`src/rtl/acfd_pkg.sv`:
```
// Shared types, register indexes, result codes and the CRC-8 byte update of the frame decoder.
package acfd_pkg;

   // Register indexes, taken from address bit 2 of the configuration port.
   localparam logic REG_STATUS_ENABLE = 1'b0;
   localparam logic REG_CRC_ENABLE    = 1'b1;

   // Result codes.
   localparam logic RESULT_OK           = 1'b0;
   localparam logic RESULT_CRC_MISMATCH = 1'b1;

   // CRC-8 generator x^8 + x^2 + x + 1, without the leading term.
   localparam logic [7:0] CRC_POLY = 8'h07;

   // Last byte position; the position counter saturates here.
   localparam logic [2:0] POS_LAST = 3'd7;

   // Frame layout switches.
   typedef struct packed {
      logic status_enable;
      logic crc_enable;
   } cfg_type;

   // One decoded frame result.
   typedef struct packed {
      logic [7:0]         status_byte;
      logic signed [23:0] sample;
      logic               result_code;
   } result_type;

   // Bytewise CRC-8 update, MSB first, no reflection.
   function automatic logic [7:0] crc8_byte(input logic [7:0] crc, input logic [7:0] data);
      logic [7:0] c;
      c = crc ^ data;
      for (int i = 0; i < 8; i++) begin
         if (c[7]) begin
            c = {c[6:0], 1'b0} ^ CRC_POLY;
         end else begin
            c = {c[6:0], 1'b0};
         end
      end
      return c;
   endfunction

endpackage

```
`src/rtl/acfd_frame_parser.sv`:
```
// Frame parser: byte position tracking, CRC accumulation, sample assembly and status keeping.
module acfd_frame_parser
   import acfd_pkg::*;
(
   input  logic       clock,
   input  logic       reset,
   input  cfg_type    cfg,
   input  logic       byte_accept,
   input  logic [7:0] rx_byte,
   input  logic       frame_first,
   input  logic       command_read,
   output logic       result_valid,
   output result_type result
);

   logic [2:0]  byte_position_ff, byte_position_in;
   logic        frame_mode_ff, frame_mode_in;
   logic [7:0]  crc_running_ff, crc_running_in;
   logic [23:0] data_shift_ff, data_shift_in;
   logic [7:0]  pending_status_ff, pending_status_in;
   logic [7:0]  stored_status_ff, stored_status_in;

   logic [2:0]  pos_base;
   logic [7:0]  crc_base;
   logic [23:0] data_base;
   logic [2:0]  q_index;
   logic [2:0]  d_index;
   logic        skip_byte;
   logic        emit;
   logic        code;

   // Classify the byte and work out the next state and any result.
   always_comb begin
      pos_base      = frame_first ? 3'd0 : byte_position_ff;
      frame_mode_in = frame_first ? command_read : frame_mode_ff;
      crc_base      = frame_first ? 8'h00 : crc_running_ff;
      data_base     = frame_first ? 24'h000000 : data_shift_ff;

      byte_position_in  = (pos_base != POS_LAST) ? pos_base + 3'd1 : pos_base;
      crc_running_in    = crc_base;
      data_shift_in     = data_base;
      pending_status_in = pending_status_ff;
      stored_status_in  = stored_status_ff;
      emit              = 1'b0;
      code              = RESULT_OK;

      skip_byte = (pos_base == 3'd0) && frame_mode_in;
      q_index   = pos_base - {2'b00, frame_mode_in};
      d_index   = q_index - {2'b00, cfg.status_enable};

      if (!skip_byte) begin
         if (cfg.status_enable && (q_index == 3'd0)) begin
            pending_status_in = rx_byte;
            crc_running_in    = crc8_byte(crc_base, rx_byte);
         end else if (d_index < 3'd3) begin
            data_shift_in  = {data_base[15:0], rx_byte};
            crc_running_in = crc8_byte(crc_base, rx_byte);
            emit           = (d_index == 3'd2) && !cfg.crc_enable;
         end else if ((d_index == 3'd3) && cfg.crc_enable) begin
            emit = 1'b1;
            code = (rx_byte != crc_base) ? RESULT_CRC_MISMATCH : RESULT_OK;
         end
      end

      // A frame that passes updates the kept status byte when the status byte is enabled.
      if (emit && (code == RESULT_OK) && cfg.status_enable) begin
         stored_status_in = pending_status_ff;
      end

      result.sample      = (code == RESULT_OK) ? data_shift_in : 24'sd0;
      result.status_byte = stored_status_in;
      result.result_code = code;
      result_valid       = byte_accept && emit;
   end

   // Frame state, advanced once per accepted byte.
   always_ff @(posedge clock) begin
      if (reset) begin
         byte_position_ff  <= 3'd0;
         frame_mode_ff     <= 1'b0;
         crc_running_ff    <= 8'h00;
         data_shift_ff     <= 24'h000000;
         pending_status_ff <= 8'h00;
         stored_status_ff  <= 8'h00;
      end else if (byte_accept) begin
         byte_position_ff  <= byte_position_in;
         frame_mode_ff     <= frame_mode_in;
         crc_running_ff    <= crc_running_in;
         data_shift_ff     <= data_shift_in;
         pending_status_ff <= pending_status_in;
         stored_status_ff  <= stored_status_in;
      end
   end

endmodule

```
`src/rtl/adc_conversion_frame_decoder_top.sv`:
```
// Top level of the converter frame decoder: channels, configuration registers and result buffering.
//
//  channel | direction | transfer payload
//  req_*   | in        | tdata[7:0] rx_byte; tuser[0] frame_first, tuser[1] command_read
//  rsp_*   | out       | tdata[23:0] sample, tdata[31:24] status_byte; tuser result_code
//  csr_*   | in        | APB-style writes and reads of status_enable (0x0) and crc_enable (0x4)
//
// One byte is taken per cycle while the skid register is free; a frame's result is registered in
// the output or skid register. The CRC-8 is updated a whole byte per cycle, so the rate is set by
// the single register stage of the parser. A two-entry output buffer (output register plus skid
// register) keeps req_tready independent of rsp_tready; input stalls only while both entries are
// full. Reset is synchronous and clears the frame state, the registers and the buffer.
module adc_conversion_frame_decoder_top
   import acfd_pkg::*;
(
   input  logic        clock,
   input  logic        reset,
   // Input channel
   input  logic        req_tvalid,
   output logic        req_tready,
   input  logic [7:0]  req_tdata,   // [7:0] rx_byte
   input  logic [1:0]  req_tuser,   // [0] frame_first, [1] command_read
   // Result channel
   output logic        rsp_tvalid,
   input  logic        rsp_tready,
   output logic [31:0] rsp_tdata,   // [23:0] sample, [31:24] status_byte
   output logic        rsp_tuser,   // [0] result_code
   // Configuration port
   input  logic        csr_psel,
   input  logic        csr_penable,
   input  logic        csr_pwrite,
   input  logic [2:0]  csr_paddr,
   input  logic [31:0] csr_pwdata,
   output logic [31:0] csr_prdata,
   output logic        csr_pready
);

   cfg_type    cfg_ff;
   logic       byte_accept;
   logic       result_valid;
   result_type result;

   result_type out_data_ff;
   logic       out_valid_ff;
   result_type skid_data_ff;
   logic       skid_valid_ff;
   logic       out_take;

   // Configuration registers; bit 2 of the address selects the register.
   assign csr_pready = 1'b1;

   always_ff @(posedge clock) begin
      if (reset) begin
         cfg_ff <= '0;
      end else if (csr_psel && csr_penable && csr_pwrite) begin
         unique case (csr_paddr[2])
            REG_STATUS_ENABLE: cfg_ff.status_enable <= csr_pwdata[0];
            REG_CRC_ENABLE:    cfg_ff.crc_enable    <= csr_pwdata[0];
            default: ;
         endcase
      end
   end

   always_comb begin
      unique case (csr_paddr[2])
         REG_STATUS_ENABLE: csr_prdata = {31'd0, cfg_ff.status_enable};
         REG_CRC_ENABLE:    csr_prdata = {31'd0, cfg_ff.crc_enable};
         default:           csr_prdata = 32'd0;
      endcase
   end

   // Input transfers are taken whenever the skid register is free.
   assign req_tready  = !skid_valid_ff;
   assign byte_accept = req_tvalid && req_tready;

   acfd_frame_parser u_parser (
      .clock        (clock),
      .reset        (reset),
      .cfg          (cfg_ff),
      .byte_accept  (byte_accept),
      .rx_byte      (req_tdata),
      .frame_first  (req_tuser[0]),
      .command_read (req_tuser[1]),
      .result_valid (result_valid),
      .result       (result)
   );

   // Output register with a skid register behind it.
   assign out_take = out_valid_ff && rsp_tready;

   always_ff @(posedge clock) begin
      if (reset) begin
         out_valid_ff  <= 1'b0;
         skid_valid_ff <= 1'b0;
      end else if (skid_valid_ff) begin
         if (out_take) begin
            skid_valid_ff <= 1'b0;
         end
      end else if (result_valid) begin
         if (!out_valid_ff || out_take) begin
            out_valid_ff <= 1'b1;
         end else begin
            skid_valid_ff <= 1'b1;
         end
      end else if (out_take) begin
         out_valid_ff <= 1'b0;
      end
   end

   always_ff @(posedge clock) begin
      if (skid_valid_ff) begin
         if (out_take) begin
            out_data_ff <= skid_data_ff;
         end
      end else if (result_valid) begin
         if (!out_valid_ff || out_take) begin
            out_data_ff <= result;
         end else begin
            skid_data_ff <= result;
         end
      end
   end

   assign rsp_tvalid = out_valid_ff;
   assign rsp_tdata  = {out_data_ff.status_byte, out_data_ff.sample};
   assign rsp_tuser  = out_data_ff.result_code;

endmodule

```
`config.mk`:
```
export PLATFORM = sky130hd
export DESIGN_NAME = adc_conversion_frame_decoder_top
export DESIGN_NICKNAME = d
export VERILOG_FILES = /design/src/rtl/acfd_pkg.sv /design/src/rtl/acfd_frame_parser.sv /design/src/rtl/adc_conversion_frame_decoder_top.sv
export SDC_FILE = /design/constraint.sdc
export NUM_CORES = 1
export LEC_CHECK = 0
export ABC_AREA = 1
export BUFFER_PORTS_ARGS = -buffer_cell sky130_fd_sc_hd__buf_2
export CAP_MARGIN = 40
export CORE_AREA = 2 2 122 124
export CTS_CLUSTER_DIAMETER = 150
export CTS_CLUSTER_SIZE = 28
export DETAILED_ROUTE_END_ITERATION = 8
export DIE_AREA = 0 0 124 126
export PLACE_DENSITY = 0.66
export REMOVE_ABC_BUFFERS = 1
export SLEW_MARGIN = 0
export SYNTH_ARGS = -nofsm -noshare
export SYNTH_HDL_FRONTEND = slang
export SYNTH_SLANG_ARGS = --single-unit
```
`constraint.sdc`:
```
create_clock -name clock -period 4.7 [get_ports clock]
set_clock_uncertainty 0.15 [all_clocks]
set_input_delay 0.235 -clock clock [delete_from_list [all_inputs] [get_ports clock]]
set_output_delay 0.235 -clock clock [all_outputs]
set_load 0.01 [all_outputs]
```
==> metrics.md <==
| Metric | Value |
|---|---|
| Core area | `0.0143 sq mm` |
| DP Area | `0.00658 sq mm` |
| Initial antenna violation count | `0` |
| Crit path arrival time | `3.42 ns` |
| Worst-path maximum fanout | `17` |
| CP required | `4.71 ns` |
| Final setup violation count | `0` |
| Iteration-0 DRC Markers | `315` |
| Synth-to-layout area growth | `14.9%` |
| Hold Vio Cnt, Final | `0` |
| HPWL Detailed | `8.51 mm` |
| Total track usage | `17.2%` |
| Leakage power | `3.36 nW` |
| Worst-Skew Late Latency | `0.41 ns` |
| Number of H-tree levels | `4` |
| TritonCTS clock tree | `built` |
| Slowest-stage cell, CP | `nand2_1` |
| Most Crowded Layer GR | `met2` |
| Fmax | `293 MHz` |
| Worst Hold Class | `input port to flop` |
| Via count | `4853` |
| Gate Count Post-Synth | `771` |
| Fin worst setup slack | `1.28 ns` |
| Worst hold slack | `0.0173 ns` |
| Tmin final | `3.42 ns` |
| Routed WL per cell | `12.6 microns` |
| Critical-path cell list | `dlygate4sd3_1 -> buf_2 -> nand2_1 -> nand2_1 -> ha_1 -> ha_1 -> ha_1 -> inv_1 -> nand3_1 -> nor2_1 -> nand2_1 -> nand2_1 -> inv_2 -> a22o_1` |
| Final wirelength | `12.9 mm` |
| DR pass1 iterations | `5` |
| Crit Path Category | `input port to flop` |
| Clock sinks | `122` |
| Max-cap violation count | `0` |
| Design area | `0.00720 sq mm` |
| FP Rows | `44` |
| Share of cells above drive strength 1 | `14.4%` |
| Max VDD drop | `221 uV` |
| Synthesized flop and latch total | `122` |
| Top-level I/O count | `120` |
| Post-synthesis sequential area ratio | `49.5%` |
| Most used cell, CP | `nand2_1` |
| Status | `finished clean` |
| CP Capture Type | `flop` |
| Die width | `124 microns` |
| Synth Cell Area | `0.00627 sq mm` |
| Worst-Margin Slew | `0.822 ns` |
| Vias in the first global route | `4337` |
| CTS buffer count | `17` |
| Average cell area after synthesis | `8.13 sq um` |
| FF-to-FF path depth | `12` |
| RSZ-0062 raised after global routing | `false` |
| Global-route wire length before repair | `20.8 mm` |
| Die height | `126 microns` |
| Residual DRC | `0` |
| IO Port Bufs | `54` |
| Cts repair resizes | `0` |
| Final net count | `884` |
| Final worst path period share | `72.7%` |
| Clk buf depth | `2` |
| Root buf cell | `clkbuf_16` |
| Vias per cell | `4.76` |
| M3 GR Usage | `4.57%` |
| Slew HR | `45.0%` |
| Synth cell types | `35` |
| Largest net degree at the start of global routing | `42` |
| Antenna cells | `0` |
| Setup crit start kind | `input port` |
| Pre-CTS WS | `1.28 ns` |
| Synth Warn # | `0` |
| Most common cell after layout, fill and taps aside | `nand2_1` |
| Worst-path clk slew | `0.05 ns` |
| Antenna viol nets, final | `0` |
| Final GP Congestion | `0.804` |
| Slowest stage delay, CP | `0.57 ns` |
| Grt ovf | `0` |
| Met1 usage | `23.1%` |
| GR Util met2 | `26.9%` |
| Initial Utilization | `43.8%` |
| Full die area | `0.0156 sq mm` |
| Most frequent cells in the layout | `214 x nand2_1, 95 x inv_1, 70 x nor2_1` |
| Hold Path Depth | `3` |
| Tot Pwr | `2.95 mW` |
| Slew Viols, Final | `0` |
| Pwr Density | `409 mW/mm^2` |
## routing by layer
metal	routed length, microns	part of all wire [%]
met1	6110	48
met2	5950	46
met3	602	4.7
met4	195	1.5
met5	0	0
## Yosys cell counts, drive strengths merged
cell	n	share of area (%)
nand2	219	13
inv	98	5.9
nor2	73	4.8
edfxtp	66	32
dfxtp	56	18
o21ai	56	5.3
buf	49	5.4
a21oi	42	3.4
nand3	36	3.5
o211ai	19	2.3
clkbuf	17	1.1
ha	9	1.8
xor2	9	1.3
a22o	8	1.1
nand4	8	0.80
conb	2	0.12
a211oi	1	0.12
a31oi	1	0.10
clkinv	1	0.060
nor3	1	0.080
## where the power goes
group | internal, mW | switching (mW) | leakage (nW)
logic | 0.151 | 0.301 | 2.01
clock network | 0.820 | 0.444 | 0.275
registers | 1.21 | 0.0222 | 1.07
total | 2.18 | 0.768 | 3.36
## through the flow
stage / TNS (ns) / util (%) / instances
after floorplan: -7.07 / - / 735
after global placement: 0 / 45.8 / 982
after detailed placement: 0 / 46.0 / 983
after CTS: 0 / 50.3 / 1020
after global routing: 0 / 50.3 / 1020
final: 0 / 50.3 / 1020
## state kept, by name, indices dropped and copies added (netlist names)
register / flops
u_parser.frame_mode_ff: 1
rsp_tuser: 1
u_parser.crc_running_ff: 8
skid_data_ff: 33
u_parser.byte_position_ff: 3
skid_valid_ff: 1
u_parser.pending_status_ff: 8
u_parser.data_shift_ff: 24
cfg_ff: 2
rsp_tvalid: 1
rsp_tdata: 32
u_parser.stored_status_ff: 8
## logic make-up (layout without fill, tap and decap cells)
logic type                 after synthesis  in the layout  share of synthesized area [%]
AOI/OAI and AO/OA                      127            127                           12.3
buffers and inverters                  165            200                           12.5
xor gates and xnor gates                 9              9                           1.26
other                                    2             32                          0.120
DFF                                    122            122                           49.5
and+or+nand+nor                        337            337                           22.5
adders and majority gates                9              9                           1.80
## layout make-up
class / count / area (sq um)
clock buffer: 20 / 437
clock inverter: 12 / 131
fill: 1376 / 7120
inverter: 99 / 377
multi-input combinational: 514 / 2500
sequential: 122 / 3100
tap: 184 / 230
timing repair buffer: 69 / 415
## what timing repair did
| action | 4_1_cts | 5_1_grt |
|---|---|---|
| setup buffers | 0 | 0 |
| endpoints found under the hold margin | 5 | 0 |
| hold buffers | 5 | 0 |
| endpoints found under the setup margin | 0 | 0 |
## worst paths after layout
kind | slack, ns | start | end
setup reg to reg | 1.46 | u_parser.frame_mode_ff | rsp_tdata[19]
hold reg to reg | 0.32 | u_parser.crc_running_ff[5] | u_parser.crc_running_ff[5]
hold / removal | 0.02 | req_tdata[1] | u_parser.pending_status_ff[1]
setup / recovery | 1.28 | req_tuser[1] | rsp_tdata[19]
## worst max-delay path, delay by kind of cell
| kind | cells | cell delay [ns] |
|---|---|---|
| AO/OA/AOI/OAI | 1 | 0.27 |
| adder cells (fa/ha/maj) | 3 | 0.79 |
| buffers and inverters | 4 | 0.95 |
| AND/OR/NAND/NOR | 6 | 1.18 |
Power figures use the tool's default switching activity.
